**src/bfr_pkg.sv**
```systemverilog
`default_nettype none

package bfr_pkg;

  // Frame geometry: header, fourteen data bytes, CRC low, CRC high, tail.
  localparam int FRAME_LEN = 18;
  localparam int IDX_W     = $clog2(FRAME_LEN);
  localparam int CRC_LAST  = FRAME_LEN - 4;  // last byte covered by the CRC
  localparam int CRC_LO    = FRAME_LEN - 3;
  localparam int CRC_HI    = FRAME_LEN - 2;
  localparam int LAST_IDX  = FRAME_LEN - 1;

  localparam logic [15:0] CRC_INIT = 16'hFFFF;
  localparam logic [15:0] CRC_POLY = 16'hA001;

  localparam logic [7:0] HEADER_RESET = 8'h55;
  localparam logic [7:0] TAIL_RESET   = 8'h00;

  localparam int CFG_IDX_W = 8;
  localparam logic [CFG_IDX_W-1:0] REG_HEADER = 8'd0;
  localparam logic [CFG_IDX_W-1:0] REG_TAIL   = 8'd1;

  localparam logic [1:0] STATUS_GOOD = 2'd0;
  localparam logic [1:0] STATUS_TAIL = 2'd1;
  localparam logic [1:0] STATUS_CRC  = 2'd2;

  localparam int DATA_W = 112;

  typedef struct packed {
    logic [1:0]         status;
    logic [15:0]        voltage;
    logic signed [15:0] current;
    logic [15:0]        quantity;
    logic [15:0]        capacity;
    logic [7:0]         charge_percent;
    logic [7:0]         control_byte;
    logic [15:0]        protection_flags;
    logic [15:0]        cycle_count;
  } bfr_result_t;

endpackage

`default_nettype wire

```
**src/bfr_crc.sv**
```systemverilog
`default_nettype none

// Modbus CRC-16 update for one byte, LSB first, as eight unrolled shift steps.
module bfr_crc (
  input  wire logic [15:0] crc_in,
  input  wire logic [7:0]  data,
  output logic      [15:0] crc_out
);
  import bfr_pkg::*;

  always_comb begin
    logic [15:0] c;
    c = crc_in ^ {8'h00, data};
    for (int k = 0; k < 8; k++) begin
      if (c[0]) begin
        c = (c >> 1) ^ CRC_POLY;
      end else begin
        c = c >> 1;
      end
    end
    crc_out = c;
  end

endmodule

`default_nettype wire

```
**src/bfr_frame.sv**
```systemverilog
`default_nettype none

// Frame tracker: header hunt, byte position, running CRC, byte store and checks.
module bfr_frame (
  input  wire logic                 clk,
  input  wire logic                 rst,
  input  wire logic                 take,
  input  wire logic [7:0]           data,
  input  wire logic [7:0]           header_byte,
  input  wire logic [7:0]           tail_byte,
  output logic                      result_valid,
  output bfr_pkg::bfr_result_t      result
);
  import bfr_pkg::*;

  logic             hunting;
  logic [IDX_W-1:0] byte_index;
  logic [15:0]      crc_reg;
  logic [15:0]      crc_in;
  logic [15:0]      crc_upd;
  logic             at_end;
  logic [7:0]       store [1:CRC_HI];

  assign crc_in = hunting ? CRC_INIT : crc_reg;

  bfr_crc u_crc (
    .crc_in  (crc_in),
    .data    (data),
    .crc_out (crc_upd)
  );

  assign at_end       = !hunting && (byte_index == IDX_W'(LAST_IDX));
  assign result_valid = take && at_end;

  always_comb begin
    result = '0;
    if (data != tail_byte) begin
      result.status = STATUS_TAIL;
    end else if (store[CRC_LO] != crc_reg[7:0] || store[CRC_HI] != crc_reg[15:8]) begin
      result.status = STATUS_CRC;
    end else begin
      result.status           = STATUS_GOOD;
      result.voltage          = {store[1], store[2]};
      result.current          = {store[3], store[4]};
      result.quantity         = {store[5], store[6]};
      result.capacity         = {store[7], store[8]};
      result.charge_percent   = store[9];
      result.control_byte     = store[10];
      result.protection_flags = {store[11], store[12]};
      result.cycle_count      = {store[13], store[14]};
    end
  end

  always_ff @(posedge clk) begin
    if (rst) begin
      hunting    <= 1'b1;
      byte_index <= '0;
      crc_reg    <= CRC_INIT;
    end else if (take) begin
      if (hunting) begin
        if (data == header_byte) begin
          hunting    <= 1'b0;
          byte_index <= IDX_W'(1);
          crc_reg    <= crc_upd;
        end
      end else if (byte_index >= IDX_W'(LAST_IDX)) begin
        // End of frame, or an impossible position: go back to hunting.
        hunting    <= 1'b1;
        byte_index <= '0;
        crc_reg    <= CRC_INIT;
      end else begin
        byte_index <= byte_index + IDX_W'(1);
        if (byte_index <= IDX_W'(CRC_LAST)) begin
          crc_reg <= crc_upd;
        end
      end
    end
  end

  // Each stored byte has its own fixed position and load enable.
  for (genvar i = 1; i <= CRC_HI; i++) begin : g_store
    always_ff @(posedge clk) begin
      if (take && !hunting && byte_index == IDX_W'(i)) begin
        store[i] <= data;
      end
    end
  end

  a_hunt_idx: assert property (@(posedge clk) disable iff (rst)
    hunting |-> byte_index == '0)
    else $error("byte position not cleared while hunting");

  a_res_frame: assert property (@(posedge clk) disable iff (rst)
    result_valid |-> !hunting && byte_index == IDX_W'(LAST_IDX))
    else $error("result outside the last frame position");

  a_end_hunt: assert property (@(posedge clk) disable iff (rst)
    result_valid |=> hunting && crc_reg == CRC_INIT)
    else $error("hunting not resumed after frame end");

endmodule

`default_nettype wire

```
**src/battery_frame_receiver.sv**
```systemverilog
// Battery frame receiver.
// Serial bytes arrive one per transfer on the s_axis channel. While hunting,
// bytes other than the header value are dropped; a header byte opens an
// 18-byte frame. Bytes 0 to 14 run through a Modbus CRC-16, bytes 15 and 16
// must hold that CRC low byte first, and byte 17 must equal the tail value.
// At the last byte one result transfer leaves on m_axis: tuser carries the
// status (good, tail wrong, CRC mismatch) and tdata the big-endian fields,
// all zero for a failed frame. Hunting then resumes.
// The cfg channel writes the header value (index 0) and tail value (index 1);
// the user must write them only while the block is idle, which the block
// itself does not enforce. Other indexes are ignored. cfg_ready is always high.
// Throughput is one byte per cycle unless a stalled result holds the input:
// the CRC update is an unrolled byte-wide XOR network between the input
// register and the state registers. The last frame byte passes the input
// register, then the frame checks, and its result is registered on m_axis.
// Reset clears both channels, restores the default header (0x55) and tail
// (0x00), and starts hunting. When the result receiver stalls, the held
// result stays put, one more byte can still be taken into the input register,
// and further bytes wait until the result has been transferred.
`default_nettype none

module battery_frame_receiver (
  input  wire logic                          clk,
  input  wire logic                          rst,
  // Input byte stream. tdata: rx_byte[7:0].
  input  wire logic                          s_axis_tvalid,
  output logic                               s_axis_tready,
  input  wire logic [7:0]                    s_axis_tdata,
  // Result stream. tdata: voltage[15:0], current[31:16], quantity[47:32],
  // capacity[63:48], charge_percent[71:64], control_byte[79:72],
  // protection_flags[95:80], cycle_count[111:96].
  output logic                               m_axis_tvalid,
  input  wire logic                          m_axis_tready,
  output logic [bfr_pkg::DATA_W-1:0]         m_axis_tdata,
  // tuser: status[1:0].
  output logic [1:0]                         m_axis_tuser,
  // Register write channel.
  input  wire logic                          cfg_valid,
  output logic                               cfg_ready,
  input  wire logic [bfr_pkg::CFG_IDX_W-1:0] cfg_index,
  input  wire logic [7:0]                    cfg_data
);
  import bfr_pkg::*;

  logic [7:0]  header_reg;
  logic [7:0]  tail_reg;
  logic        in_valid;
  logic [7:0]  in_byte;
  logic        take;
  logic        result_valid;
  bfr_result_t result;

  assign cfg_ready = 1'b1;

  always_ff @(posedge clk) begin
    if (rst) begin
      header_reg <= HEADER_RESET;
      tail_reg   <= TAIL_RESET;
    end else if (cfg_valid) begin
      unique case (cfg_index)
        REG_HEADER: header_reg <= cfg_data;
        REG_TAIL:   tail_reg   <= cfg_data;
        default: ;
      endcase
    end
  end

  // The input register drains whenever the output register can take a result.
  assign take          = in_valid && (!m_axis_tvalid || m_axis_tready);
  assign s_axis_tready = !in_valid || take;

  always_ff @(posedge clk) begin
    if (rst) begin
      in_valid <= 1'b0;
    end else if (s_axis_tready) begin
      in_valid <= s_axis_tvalid;
    end
  end

  always_ff @(posedge clk) begin
    if (s_axis_tvalid && s_axis_tready) begin
      in_byte <= s_axis_tdata;
    end
  end

  bfr_frame u_frame (
    .clk          (clk),
    .rst          (rst),
    .take         (take),
    .data         (in_byte),
    .header_byte  (header_reg),
    .tail_byte    (tail_reg),
    .result_valid (result_valid),
    .result       (result)
  );

  always_ff @(posedge clk) begin
    if (rst) begin
      m_axis_tvalid <= 1'b0;
    end else if (result_valid) begin
      m_axis_tvalid <= 1'b1;
    end else if (m_axis_tready) begin
      m_axis_tvalid <= 1'b0;
    end
  end

  always_ff @(posedge clk) begin
    if (result_valid) begin
      m_axis_tuser <= result.status;
      m_axis_tdata <= {result.cycle_count, result.protection_flags,
                       result.control_byte, result.charge_percent,
                       result.capacity, result.quantity,
                       result.current, result.voltage};
    end
  end

  a_fail_zero: assert property (@(posedge clk) disable iff (rst)
    (m_axis_tvalid && m_axis_tuser != STATUS_GOOD) |-> m_axis_tdata == '0)
    else $error("failed frame carries nonzero data");

  a_res_src: assert property (@(posedge clk) disable iff (rst)
    $rose(m_axis_tvalid) |-> $past(in_valid))
    else $error("result appeared without a byte in the input register");

  a_res_hold: assert property (@(posedge clk) disable iff (rst)
    (m_axis_tvalid && !m_axis_tready) |=>
      m_axis_tvalid && $stable(m_axis_tdata) && $stable(m_axis_tuser))
    else $error("stalled result changed before its transfer");

endmodule

`default_nettype wire

```
**config.mk**
```make
export PLATFORM = sky130hd
export DESIGN_NAME = battery_frame_receiver
export DESIGN_NICKNAME = d
export VERILOG_FILES = /design/src/bfr_pkg.sv /design/src/bfr_crc.sv /design/src/bfr_frame.sv /design/src/battery_frame_receiver.sv
export SDC_FILE = /design/constraint.sdc
export NUM_CORES = 1
export LEC_CHECK = 0
export BUFFER_PORTS_ARGS = -buffer_cell sky130_fd_sc_hd__buf_2
export CAP_MARGIN = 20
export CORE_AREA = 2 2 138 140
export DETAILED_ROUTE_END_ITERATION = 10
export DIE_AREA = 0 0 140 142
export HOLD_SLACK_MARGIN = 0.15
export PLACE_DENSITY = 0.82
export SLEW_MARGIN = 10
export SYNTH_ARGS = -nofsm -noshare
export SYNTH_HDL_FRONTEND = slang
export SYNTH_SLANG_ARGS = --single-unit
```
**constraint.sdc**
```tcl
create_clock -name clk -period 7.9 [get_ports clk]
set_input_delay 0.79 -clock clk [delete_from_list [all_inputs] [get_ports clk]]
set_output_delay 0.79 -clock clk [all_outputs]
set_load 0.05 [all_outputs]
```
## Word level (Yosys, flattened, before mapping)

Memory sizes are Yosys's and may differ from the RTL's. A register that Yosys moved wholly into a read port is not among the register bits.
Cells that the tools add are included.

- Add/subtract/negate cells: 1
- Magnitude comparators: 2
- Equality and inequality tests: 23
- Multiplexer cells: 99
- Bitwise operators: 9
- Reductions and logical operators: 50

Operators with widths:

| cell | count |
|---|---|
| $mux 16 | 13 |
| $mux 8 | 15 |
| $reduce_or 8->1 | 15 |
| $mux 5 | 18 |
| $mux 1 | 52 |
| $eq 5x4->1 const B | 8 |
| $ne 8x8->1 | 3 |
| $not 2->3 | 8 |
| $logic_and 1x1->1 | 21 |
| $eq 5x3->1 const B | 4 |
| $xor 16x8->16 | 1 |
| $eq 5x2->1 const B | 2 |
| $eq 5x5->1 const B | 2 |
| $eq 8x1->1 const B | 1 |
| $eq 8x8->1 | 1 |
| $logic_not 8->1 | 1 |
| $reduce_and 2->1 | 3 |
| $add 5x1->5 const B | 1 |
| $eq 5x1->1 const B | 1 |
| $ge 5x5->1 const B | 1 |
| $le 5x4->1 const B | 1 |
| $logic_not 1->1 | 3 |
| $logic_or 1x1->1 | 3 |
| $reduce_and 3->1 | 1 |
| 5 further kinds | 5 |

- Bits in registers: 50
- Memory bits (writable): 128
- Input port bits: 29
- Logic and storage cells: 194
- Memories kept: 1

Memory list:

| name | depth | width | rd ports | clocked after memory_dff | wr ports | RTL line | source |
|---|---|---|---|---|---|---|---|
| u_frame.store | 16 | 8 | 16 | 14 | 1 | bfr_frame.sv:22 | `logic [7:0] store [1:CRC_HI];` |

## Longest topological paths before layout

- Depth after elaboration: 23
- Gate-level depth with buffers: 8
- Mapped depth without buffers: 7

## Modules after synthesis

From an unflattened synthesis, not the netlist that was laid out.

- Cell total of the unflattened synthesis: 826
- Area total of the unflattened synthesis: 11,412.2 µm²

By module, submodules not included:

| module | instances | cells each | area an instance (µm²) |
|---|---|---|---|
| bfr_frame | 1 | 591 | 6,645.1 |
| battery_frame_receiver | 1 | 206 | 4,483.0 |
| bfr_crc | 1 | 29 | 284.0 |

## Worst setup path before layout

OpenSTA, ideal clock, no wires.

- Path kind: input -> register
- Start: in m_axis_tready
- End: reg m_axis_tdata[0] (netlist name) (read register of u_frame.store) (enable)
- Arrival: 3.749 ns
- Path slack: 3.667 ns
- Stages: 4
- Path through: nand2b_1 nand2_1 nor2_1 and4_1

- Longest elaborated chain between the ends: 3

Ends and longest elaborated chain:

| what | RTL line | source |
|---|---|---|
| from (decl) | battery_frame_receiver.sv:33 | `input wire logic m_axis_tready,` |
| $logic_or 1x1->1 | battery_frame_receiver.sv:69 | `assign take = in_valid && (!m_axis_tvalid \|\| m_axis_tready);` |
| $logic_and 1x1->1 | battery_frame_receiver.sv:69 |  |
| $logic_and 1x1->1 | bfr_frame.sv:33 | `assign result_valid = take && at_end;` |
| named net result_valid | battery_frame_receiver.sv:50 | `logic result_valid;` |
| to (decl) | battery_frame_receiver.sv:34 | `output logic [bfr_pkg::DATA_W-1:0] m_axis_tdata,` |

The timed path passes the listed nets, and every way through them passes these cells.
A chain may end at the register's enable or synchronous reset.

## Worst setup path after layout

- Start: reg in_byte[3]
- End: reg u_frame.crc_reg[0]

- Longest elaborated chain between the ends: 13
- Elaborated cells on any way between the ends: 17

Ends and longest elaborated chain:

| what | RTL line | source |
|---|---|---|
| from (decl) | battery_frame_receiver.sv:48 | `logic [7:0] in_byte;` |
| from (signal assigned) | battery_frame_receiver.sv:82 | `in_byte <= s_axis_tdata;` |
| $xor 16x8->16 | bfr_crc.sv:13 | `c = crc_in ^ {8'h00, data};` |
| $mux 16 (2 in a row) | bfr_crc.sv:15 | `if (c[0]) begin` |
| $not 2->3 (no source line) | n/a |  |
| $mux 16 (6 in a row) | bfr_crc.sv:15 |  |
| $mux 16 | bfr_frame.sv:73 | `if (byte_index <= IDX_W'(CRC_LAST)) begin` |
| $mux 16 | bfr_frame.sv:66 | `end else if (byte_index >= IDX_W'(LAST_IDX)) begin` |
| $mux 16 | bfr_frame.sv:60 | `if (hunting) begin` |
| to (signal assigned) | bfr_frame.sv:64 | `crc_reg <= crc_upd;` |
| to (signal assigned) | bfr_frame.sv:74 | `crc_reg <= crc_upd;` |
| to (decl) | bfr_frame.sv:18 | `logic [15:0] crc_reg;` |

Several ways; a longest one is shown, not always the timed one. The select of a mux whose other input is x is not followed.

==> run_results.csv <==
group,metric,value,unit
clock_tree,cts-buffers-inserted,28,
clock_tree,post_cts_resized,0,
global_route,antenna_found_initial,0,
clock_tree,tritoncts,"done",
clock_tree,clock_insertion_delay_worst_skew,0.53,ns
synth,avgSynthCellArea,15.5,µm²
synth,synth_seq_cells,290,
synth,post_synth_num_cell_types,53,
setup_path,r2r.worst_path.cells,6,
place,routabilityCongestion,0.891,
drt,vias,6095,
floorplan,die_boundary_height,142,µm
setup_path,worstReg2RegStart,"in_byte[3]",
sta,rsz0062_at_grt,"false",
sta,maxSlewHeadroom,30.5,%
drt,drt_first_iter_violations,467,
layout,fin_nets,886,
power,sw_frac_of_total,19.3,%
sta,timing.final.crit_share,41.8,%
drt,vias_per_cell,5.50,
power,p_int,2.47,mW
setup_path,critical_path_arrival,3.68,ns
layout,diodes,0,
power,seqPwrFrac,55.2,%
place,placed_cells_incl_taps,1053,
setup_path,critical_path.startpoint_type,"register",
power,power.density_cell_area,240,nW/µm²
clock_tree,post_cts_hold_buffer_count,0,
power,power.net_switching,0.591,mW
synth,synth_warn,0,
synth,netlist_area,10900,µm²
layout,layout.cells.most_common,"sky130_fd_sc_hd__edfxtp_1",
synth,register_area_share_after_synthesis,76.1,%
clock_tree,worst_setup_hold_path_clk_slew,0.06,ns
setup_path,reg2reg_to,"u_frame.crc_reg[0]",
floorplan,die_area,19900,µm²
min_path,class_of_the_most_critical_hold_timing_path,"input pin to register",
power,power.combinational.fraction,1.9,%
run,cap_viol_max_count,0,
setup_path,required,8.28,ns
sta,timing_max_transition_violations_final,0,
global_route,grt_start_max_net_pins,113,
drt,totalWireLength,20700,µm
run_status,run_status,"complete, but fails checks",
drt,detail_route.wl_per_cell,18.7,µm
layout,final_cell_mix,"sky130_fd_sc_hd__edfxtp_1, sky130_fd_sc_hd__buf_2, sky130_fd_sc_hd__and2_1",
setup_path,worst-path-max-fanout,24,
clock_tree,cts-htree-levels,1,
sta,final_hold_vio_count,0,
synth,dominantRegCellSynth,"sky130_fd_sc_hd__edfxtp_1",
global_route,vias_in_the_first_global_route,5910,
synth,asyncSetResetFlopFracSynth,0,%
power,post-layout-total-power,3.06,mW
power,power.ir.vdd_worst,149,µV
sta,finalWorstPathRequiredPeriod,3.30,ns
setup_path,setup.worst_path.start,"in_byte[3]",
clock_tree,number_of_post_cts_setup_repair_buffers,0,
synth,area_share_of_the_largest_cell_type_after_synthesis,68.8,%
layout,largest_register_ffs,128,
layout,syn_to_final_growth,17.0,%
global_route,globalRouteOverflowTotal,0,
floorplan,floorplan.initialDensity,59.1,%
global_route,grt.total_usage,21.0,%
power,total_leakage_power,4.19,nW
place,port_buffers,144,
setup_path,setup.worst_path.class,"register to register",
sta,fin_worst_skew,0.0126,ns
run_status,failed_checks,"design-rule violations",
drt,first_pass_iters,10,
clock_tree,cts.sinks,290,
synth,syn-num-nets,737,
place,place.detailed.hpwl,13100,µm
floorplan,pin_count,146,
clock_tree,clock_path_buffers,3,
layout,post_route_cells_drive_above_1_share,23.2,%
drt,drc_errors,17,
setup_path,worst_setup_endpoint,"u_frame.crc_reg[0]",
floorplan,die_w,140,µm
synth,postSynthCellCount,703,
setup_path,critical_path.endpoint_type,"register",
drt,drtAntennaViolNets,0,
clock_tree,clock_tree.root_cell,"sky130_fd_sc_hd__clkbuf_16",
global_route,grt_pass1_wl,32700,µm
sta,accumulated_negative_setup_slack,0,ns
sta,worst_pin_slew,1.04,ns
layout,instances_no_fill,1108,
floorplan,core.rowCount,50,
synth,synth_enable_flop_cells,250,
sta,setup_viol,0,
sta,maximum_achievable_frequency,303,MHz
synth,synth_top_cell_by_area,"sky130_fd_sc_hd__edfxtp_1",
setup_path,reg2reg_slack,4.60,ns
floorplan,design.core.area,18500,µm²
synth,synth.area.top_cells,"sky130_fd_sc_hd__edfxtp_1, sky130_fd_sc_hd__dfxtp_1, sky130_fd_sc_hd__and2_1",
power,clk_network_pwr_share,42.9,%
[stage by stage]
stage / area [µm²] / worst slack (ns) / hold slack (ns) / utilization, %
6_report: 12800 / 4.60 / 0.440 / 69.1
5_1_grt: 12800 / 4.21 / 0.424 / 69.1
4_1_cts: 12700 / 4.59 / 0.417 / 69.1
3_5_place_dp: 11800 / 4.60 / 0.493 / 64.0
3_3_place_gp: 11800 / 4.68 / 0.482 / 64.0
2_1_floorplan: 10900 / 3.67 / 0.463 / -
[synthesized netlist by cell type (2+ instances only)]
cell type / n
sky130_fd_sc_hd__edfxtp_1: 250
sky130_fd_sc_hd__and2_1: 114
sky130_fd_sc_hd__dfxtp_1: 40
sky130_fd_sc_hd__nor2_1: 38
sky130_fd_sc_hd__nand2_1: 32
sky130_fd_sc_hd__xor2_1: 27
sky130_fd_sc_hd__clkbuf_1: 21
sky130_fd_sc_hd__xnor2_1: 20
sky130_fd_sc_hd__mux2i_1: 17
sky130_fd_sc_hd__nor3_1: 17
sky130_fd_sc_hd__o21ai_0: 17
sky130_fd_sc_hd__a21oi_1: 9
sky130_fd_sc_hd__a31oi_1: 8
sky130_fd_sc_hd__nor4_1: 8
sky130_fd_sc_hd__o211ai_1: 7
sky130_fd_sc_hd__inv_1: 6
sky130_fd_sc_hd__ha_1: 5
sky130_fd_sc_hd__nand3_1: 5
sky130_fd_sc_hd__o22ai_1: 5
sky130_fd_sc_hd__buf_2: 4
sky130_fd_sc_hd__nand4_1: 4
sky130_fd_sc_hd__o21a_1: 4
sky130_fd_sc_hd__and3_1: 3
sky130_fd_sc_hd__nand2b_1: 3
sky130_fd_sc_hd__nor2b_1: 3
sky130_fd_sc_hd__a211oi_1: 2
sky130_fd_sc_hd__a22oi_1: 2
sky130_fd_sc_hd__and3b_1: 2
sky130_fd_sc_hd__and4_1: 2
sky130_fd_sc_hd__buf_4: 2
sky130_fd_sc_hd__clkbuf_2: 2
sky130_fd_sc_hd__or3_1: 2
sky130_fd_sc_hd__or4_4: 2
[area by class of cell]
class / count / area, µm²
clock buffer: 43 / 858
clock inverter: 9 / 70.1
fill: 1148 / 5690
inverter: 6 / 22.5
multi-input combinational: 376 / 2450
sequential: 290 / 8310
tap: 234 / 293
timing repair buffer: 150 / 758
[power groups by stage]
stage	Clock, mW	Combinational (mW)	Sequential, mW
global route	1.39	0.0639	1.69
floorplan	0	0.0463	1.70
finish	1.31	0.0578	1.69
CTS	1.33	0.0576	1.69
detailed placement	0	0.0574	1.72
global placement	0	0.0557	1.72
[cells by family (layout without fill, tap and decap cells)]
kind of cell | count (synthesis) | after routing | share of synthesized area (%)
compound gates | 63 | 63 | 3.88
xor+xnor | 48 | 48 | 3.99
other cells | 1 | 1 | 0.0344
buf+inv | 37 | 208 | 1.48
simple gates | 242 | 242 | 12.3
mux | 17 | 17 | 1.56
fa+ha+maj | 5 | 5 | 0.573
flops | 290 | 290 | 76.1
[metal layers]
metal	part of all wire (%)	track usage (%)	routed length [µm]
met1	44	30.4	9050
met2	48	34.3	9880
met3	6.9	3.40	1440
met4	1.7	4.78	353
met5	0	0	0
[worst max-delay path, stage by stage, from the launching register on]
cell,delay (ns)
sky130_fd_sc_hd__edfxtp_1,0.97
sky130_fd_sc_hd__xnor2_1,0.19
sky130_fd_sc_hd__nand4_1,0.12
sky130_fd_sc_hd__o21ai_1,0.51
sky130_fd_sc_hd__nand3_1,0.79
sky130_fd_sc_hd__and4b_1,0.49
sky130_fd_sc_hd__a211oi_2,0.05
[worst min path at each step]
| stage | from | end | cells past startpoint |
|---|---|---|---|
| CTS | s_axis_tdata[1] | in_byte[1] | 1 |
| global placement | header_reg[0] | header_reg[0] | 2 |
| finish | s_axis_tdata[1] | in_byte[1] | 1 |
| floorplan | header_reg[0] | header_reg[0] | 2 |
| detailed placement | header_reg[2] | header_reg[2] | 2 |
| global route | s_axis_tdata[5] | in_byte[5] | 1 |
(Power assumes the default switching activity.)
